[config.mk]
export PLATFORM = sky130hd
export DESIGN_NAME = cc_front
export DESIGN_NICKNAME = d
export VERILOG_FILES = /design/src/cc_pkg.sv /design/src/cc_front.sv
export VERILOG_INCLUDE_DIRS = /design/src /design/src/src
export SDC_FILE = /design/constraint.sdc
export NUM_CORES = 1
export LEC_CHECK = 0
export ABC_AREA = 1
export BUFFER_PORTS_ARGS = -buffer_cell sky130_fd_sc_hd__buf_2
export CAP_MARGIN = 20
export CELL_PAD_IN_SITES_DETAIL_PLACEMENT = 1
export CELL_PAD_IN_SITES_GLOBAL_PLACEMENT = 1
export CORE_AREA = 2 2 258 260
export CTS_CLUSTER_DIAMETER = 30
export DETAILED_ROUTE_END_ITERATION = 12
export DIE_AREA = 0 0 260 262
export PLACE_DENSITY = 0.55
export SLEW_MARGIN = 40
export SYNTH_ARGS = -nofsm -noshare
export SYNTH_HDL_FRONTEND = slang
export SYNTH_SLANG_ARGS = --single-unit
[constraint.sdc]
create_clock -name i_clk -period 8 [get_ports i_clk]
set_input_delay 1.6 -clock i_clk [delete_from_list [all_inputs] [get_ports i_clk]]
set_output_delay 1.6 -clock i_clk [all_outputs]
set_load 0.005 [all_outputs]
[src/cell_chemotaxis_step_assert.svh]
// Assertion macros shared by the chemotaxis step engine modules.
`ifndef CELL_CHEMOTAXIS_STEP_ASSERT_SVH
`define CELL_CHEMOTAXIS_STEP_ASSERT_SVH

// Invariant that holds on every clock edge out of reset.
`define CC_ASSERT_HOLDS(lbl, clk, rst_n, expr, msg) \
    lbl: assert property (@(posedge clk) disable iff (!(rst_n)) (expr)) \
        else $error(msg);

// Consequent checked in the cycle after the antecedent.
`define CC_ASSERT_NEXT(lbl, clk, rst_n, ante, cons, msg) \
    lbl: assert property (@(posedge clk) disable iff (!(rst_n)) (ante) |=> (cons)) \
        else $error(msg);

`endif

[src/cc_pkg.sv]
// Shared types and constants for the chemotaxis step engine.
`timescale 1ns / 1ps
package cc_pkg;

    localparam int IN_DATA_W  = 136;
    localparam int OUT_DATA_W = 152;
    localparam int CFG_IDX_W  = 3;

    localparam logic [1:0] OP_TWR  = 2'd0;
    localparam logic [1:0] OP_INIT = 2'd1;
    localparam logic [1:0] OP_STEP = 2'd2;
    localparam logic [1:0] OP_NOP  = 2'd3;

    localparam logic [2:0] KIND_ZERO = 3'd0;
    localparam logic [2:0] KIND_ECHO = 3'd1;
    localparam logic [2:0] KIND_TWR  = 3'd2;
    localparam logic [2:0] KIND_INIT = 3'd3;
    localparam logic [2:0] KIND_STEP = 3'd4;

    localparam logic [CFG_IDX_W-1:0] CFG_GRID_START = 3'd0;
    localparam logic [CFG_IDX_W-1:0] CFG_GRID_END   = 3'd1;
    localparam logic [CFG_IDX_W-1:0] CFG_INV_STEP   = 3'd2;
    localparam logic [CFG_IDX_W-1:0] CFG_TABLE_LEN  = 3'd3;
    localparam logic [CFG_IDX_W-1:0] CFG_ALPHA      = 3'd4;
    localparam logic [CFG_IDX_W-1:0] CFG_SPEED      = 3'd5;
    localparam logic [CFG_IDX_W-1:0] CFG_ALWAYS_UPD = 3'd6;

    localparam logic [63:0] EXPO_CAP = 64'd700 << 24;
    localparam logic [39:0] PATH_MAX = 40'hFF_FFFF_FFFF;

    typedef struct packed {
        logic [2:0]  kind;
        logic [9:0]  cell_id;
        logic [11:0] tidx;
        logic [31:0] tval;
        logic [31:0] npos;
        logic [31:0] nvel;
        logic [15:0] rnd;
    } t_item;

    typedef struct packed {
        logic [31:0] left_bound;
        logic [31:0] right_bound;
        logic [31:0] inv_step;
        logic [12:0] table_len;
        logic [15:0] alpha;
        logic [30:0] speed;
        logic        upd_always;
    } t_cfg;

endpackage

[src/cc_front.sv]
// Front end: unpacks and classifies input beats into a short queue.
`timescale 1ns / 1ps
`include "cell_chemotaxis_step_assert.svh"
module cc_front #(
    parameter int NUM_CELLS   = 1024,
    parameter int TABLE_DEPTH = 4096
) (
    input  logic                        i_clk,
    input  logic                        i_rst_n,
    input  logic                        s_axis_tvalid,
    output logic                        s_axis_tready,
    input  logic [cc_pkg::IN_DATA_W-1:0] s_axis_tdata,
    input  logic [1:0]                  s_axis_tuser,
    input  logic                        i_pop,
    output logic                        o_head_vld,
    output cc_pkg::t_item               o_head
);
    import cc_pkg::*;

    localparam int QDepth = 4;

    t_item       r_q [QDepth];
    logic [1:0]  r_wp;
    logic [1:0]  r_rp;
    logic [2:0]  r_cnt;
    t_item       n_item;
    logic        push;

    always_comb begin
        n_item.cell_id = s_axis_tdata[9:0];
        n_item.tidx    = s_axis_tdata[21:10];
        n_item.tval    = s_axis_tdata[53:22];
        n_item.npos    = s_axis_tdata[85:54];
        n_item.nvel    = s_axis_tdata[117:86];
        n_item.rnd     = s_axis_tdata[133:118];
        case (s_axis_tuser)
            OP_TWR: begin
                n_item.kind = (32'(n_item.tidx) < 32'(TABLE_DEPTH)) ? KIND_TWR : KIND_ZERO;
            end
            OP_INIT, OP_STEP: begin
                if (32'(n_item.cell_id) < 32'(NUM_CELLS)) begin
                    n_item.kind = (s_axis_tuser == OP_INIT) ? KIND_INIT : KIND_STEP;
                end else begin
                    n_item.kind = KIND_ECHO;
                end
            end
            default: n_item.kind = KIND_ZERO;
        endcase
    end

    assign s_axis_tready = (r_cnt != 3'(QDepth));
    assign push          = s_axis_tvalid && s_axis_tready;
    assign o_head_vld    = (r_cnt != 3'd0);
    assign o_head        = r_q[r_rp];

    always_ff @(posedge i_clk) begin
        if (!i_rst_n) begin
            r_wp  <= 2'd0;
            r_rp  <= 2'd0;
            r_cnt <= 3'd0;
        end else begin
            if (push) begin
                r_wp <= r_wp + 2'd1;
            end
            if (i_pop) begin
                r_rp <= r_rp + 2'd1;
            end
            r_cnt <= r_cnt + 3'(push) - 3'(i_pop);
        end
    end

    always_ff @(posedge i_clk) begin
        if (push) begin
            r_q[r_wp] <= n_item;
        end
    end

    `CC_ASSERT_HOLDS(a_q_bound, i_clk, i_rst_n, r_cnt <= 3'(QDepth), "queue overflow")
    `CC_ASSERT_NEXT(a_q_fill, i_clk, i_rst_n, push && !i_pop, r_cnt == $past(r_cnt) + 3'd1, "queue count slip")
endmodule

# Yosys cells after proc, flatten, opt, wreduce, memory -nomap -nowiden
# Memory sizes are Yosys's and may differ from the RTL's. A register that Yosys moved wholly into a read port is not among the register bits.
# Cells that the tools add are included.
[word_totals] ram_bits=548 ff_bits=7 memories=1 elab_cells=21
[memory_table] name="r_q" depth=4 width=137 read_ports=1 rd_clocked_by_memory_dff=1 wr=1 line_no="cc_front.sv:22" source="t_item r_q [QDepth];"
[classes] n_addsub=4 n_eq_ne=3 muxes=6 reduce_logical=4
[op_table] op="case mux 3 bit (2 select lines)" n=1
[op_table] op="adder 2 x 1 -> 2 bit, second input constant" n=2
[op_table] op="two-way mux 2 bit" n=2
[op_table] op="adder 3 x 1 -> 3 bit" n=1
[op_table] op="two-way mux 3 bit" n=1
[op_table] op="inequality test 3 bit, second input constant" n=1
[op_table] op="nonzero test 3 bit" n=1
[op_table] op="subtractor 3 x 1 -> 3 bit" n=1
[op_table] op="equality test 2 x 1 -> 1 bit, second input constant" n=1
[op_table] op="equality test 2 bit, second input constant" n=1
[op_table] op="logical NOT 2 bit" n=1
[op_table] op="two-way mux 1 bit" n=2
[op_table] op="OR reduction 2 bit" n=1
[op_table] op="logical AND 1 bit" n=1

# Logic depth before layout (Yosys ltp)
[logic_depth] ltp_word=4 mapped_depth=10

# Worst setup path before layout
# No wires, ideal clock.
[synth_path] path_type="input-to-reg" start="input port s_axis_tvalid" end="memory r_q[0][0] in the netlist's numbering (enable)" arrival_ps=7409 path_stages=2 setup_time_ps=635 path_buffers=0 setup_slack_ps=-44 t_required_ps=7365 path_cell_list="nand2_1 -> nor2_1"
[synth_between] elab_chain_len=3
[synth_lines] item="start, declared" line_no="cc_front.sv:10" source="input logic s_axis_tvalid,"
[synth_lines] item="logical AND 1 bit" line_no="cc_front.sv:52" source="assign push = s_axis_tvalid && s_axis_tready;"
[synth_lines] item="two-way mux 1 bit" line_no="cc_front.sv:73" source="if (push) begin"
[synth_lines] item="two-way mux 1 bit (implied by the code)" line_no="cc_front.sv:74" source="r_q[r_wp] <= n_item;"
[synth_lines] item="end, declared" line_no="cc_front.sv:22"
# No other way between the ends.

==> impl_results.md <==
- Status: completed
- Floorplan Core Area: 0.0653 sq mm
- Unique masters post-synth: 17
- Largest net degree at the start of global routing: 161
- Critical Path End Type: output port
- Leading cell types by total area after synthesis: edfxtp_1 79%, nor2_1 5.2%, o22ai_1 4.1%
- Worst slew pin tran: 0.867 ns
- Worst Setup Slack, final: 3.10 ns
- Final worst clock skew: 0.0453 ns
- Leakage: 9.50 nW
- Number of buffers inserted by port buffering: 278
- Weighted congestion reported at the end of routability-driven placement: 0.709
- Source-to-sink clock delay at the later pin of the worst-skew pair: 0.65 ns
- Number of top-level design ports: 281
- Router iterations before antenna repair: 4
- Hold_ws: 0.448 ns
- Cts repair resizes: 0
- Final critical-path required period: 4.90 ns
- Slowest Stage Delay on Critical Path: 0.72 ns
- WP buf/inv: 3
- Final period util: 0.612
- DIE WIDTH: 260 um
- Total CTS buffers: 120
- Antenna violations before repair: 12
- Count of final max-slew check failures: 0
- Detailed Route Iter0 Violations: 647
- Number of global-route vias before repair: 13.6k
- Maximum root-to-sink buffer count: 3
- Layout filler cell count: 6661
- Switching Fraction: 0.238
- Unrepaired setup endpoints after global routing: false
- Synthesized net count: 1538
- Critical path, cell by cell: buf_4 -> buf_6 -> o21ai_0 -> o22ai_1 -> buf_2
- Count of max-cap constraint violations: 0
- Net switching component of the power: 2.20 mW
- Synthesis-stage register bit count: 557
- Total number of yosys warnings: 0
- Power density of the placed cells: 343 mW/mm^2
- Cell type group with the largest total delay on the critical path: buffers and inverters
- Post-route antenna net violation count: 0
- Synth top area share: 0.793
- Number of cell rows: 94
- Design internal power: 7.02 mW
- Routed length per instance: 19.5 um
- Final hold violation count: 0
- Peak supply drop: 0.191 mV
- Initial core utilization: 0.318
- Cell count after synthesis: 1389
- Number of hold buffers added after CTS: 0
- HPWL reported at the end of detailed placement: 28600 um
- Clk Tree Root Cell: clkbuf_16
- Cell with the largest stage delay on the worst path: dfxtp_4
- Portion of the post-synthesis area used by sequential elements: 0.801
- Endpoint required time on the critical path: 6.40 ns
- Count of H-tree levels built during CTS: 3
- Biggest area consumer among synthesized cells: edfxtp_1
- Nets@finish: 1868
- DR DRC count: 0
- Timing-limited maximum frequency: 204 MHz
- Largest driver fanout on the critical path: 84
- Die Footprint: 0.0681 sq mm
- Fraction of power consumed by sequential logic: 0.397
- Via total after detailed routing: 12.9k
- Total routing usage reported by global routing: 0.151
- Wire length reported by the detailed router: 52500 um
- Clock power share: 0.510
- Proportion of layout cells with a drive suffix above 1: 0.267
- Setup violation total in the final timing report: 0
- Average via count per standard cell: 4.79
- Dpl ws: 3.50 ns
- Total grt overflow: 0
- Clock sink total: 557
- Number of buffers inserted by post-CTS setup repair: 0
- Layout overhead on the synthesized area: 29.5%
- Type of the setup path with the least slack: reg2out
- CTS tree: built
- Worst setup SP type: flip-flop
- Mapped cell area: 0.0208 sq mm
- Remaining max-slew budget at the tightest pin: 0.422
- Die span in y: 262 um
- Path class of the lowest-slack min-delay path: reg2reg
- Logic gate share of total power: 0.093
- Global-route wire length before repair: 79300 um
- Clock-pin transition on the worst setup and hold timing paths: 0.05 ns
- Arr. time, crit path: 3.30 ns
- Mean area per synthesized cell: 14.9 sq um
power by group through the flow:
stage / clock network [mW] / registers, mW / logic [mW]
after floorplan: 0 / 3.76 / 0.457
after global placement: 0 / 3.70 / 0.868
after detailed placement: 0 / 3.71 / 0.883
after CTS: 4.81 / 3.66 / 0.887
after global routing: 4.94 / 3.69 / 0.960
final: 4.70 / 3.66 / 0.853
path summary, 6_finish.rpt:
path,start,to,slack (ns),depth (start not counted)
setup reg to reg,r_cnt[1],r_q[2][63],4.92,6
hold / removal,r_rp[1],flip-flop,0.45,1
setup / recovery,flip-flop,o_head[90],3.10,5
hold reg to reg,r_rp[1],flip-flop,0.45,1
per-layer routing:
layer  wire, um  global-route usage  vias to the layer above
met5        126                   0                        -
met4       1030              0.0489                       18
met3       3430              0.0523                      103
met2      26200               0.257                      286
met1      21700               0.181                     6470
li1           -                   -                     5985
cell families after synthesis:
group                      count (synthesis)  synth area share
adders and majority gates                  7           0.00458
AOI/OAI and AO/OA                        417             0.109
buffers and inverters                    108            0.0310
and+or+nand+nor                          300            0.0544
DFF                                      557             0.801
registers in the layout, indices dropped and copies added (netlist names), named ones only:
| name | flops |
|---|---|
| r_q | 548 |
| r_rp | 2 |
| r_wp | 2 |
| r_cnt | 3 |
cells in the final DEF, fill, tap and decap left out, drive strengths merged:
master and n:
o22ai 137, edfxtp 548, clkinv 58, inv 20, fa 1, nand2 11, ha 6, buf 298
nor2 286, diode 5, a21oi 4, nand3 3, clkinvlp 4, bufinv 13, clkbuf 141, dfxtp 9
o21ai 276
synth_stat cells:
cell type / number
buf_4: 14
edfxtp_1: 548
nand3_1: 3
ha_1: 6
a21oi_1: 4
buf_6: 24
inv_4: 1
dfxtp_1: 9
fa_1: 1
o21ai_0: 153
nor2_1: 286
buf_2: 2
clkbuf_1: 50
inv_1: 17
o22ai_1: 137
o21ai_1: 123
nand2_1: 11
layout make-up:
type	instances	area, sq um	share of cell area
flip-flops and latches	557	16600	0.619
multi-input cells	724	3510	0.131
clock buffers	141	3120	0.116
repair buffers	298	1590	0.0591
well taps	864	1080	0.0402
clock inverters	77	843	0.0314
inverters	18	82.6	0.00307
diodes	5	12.5	0.000465
stage by stage:
stage | power (mW) | utilization | TNS [ns] | instances | instance area, sq um
2_1_floorplan | 4.22 | - | -24.21 | 1389 | 20800
3_3_place_gp | 4.57 | 0.350 | 0 | 2461 | 22900
3_5_place_dp | 4.60 | 0.351 | 0 | 2461 | 22900
4_1_cts | 9.36 | 0.412 | 0 | 2679 | 26900
5_1_grt | 9.59 | 0.412 | 0 | 2681 | 26900
6_report | 9.22 | 0.412 | 0 | 2684 | 26900
Note: power is estimated with default switching activity, not from simulation.
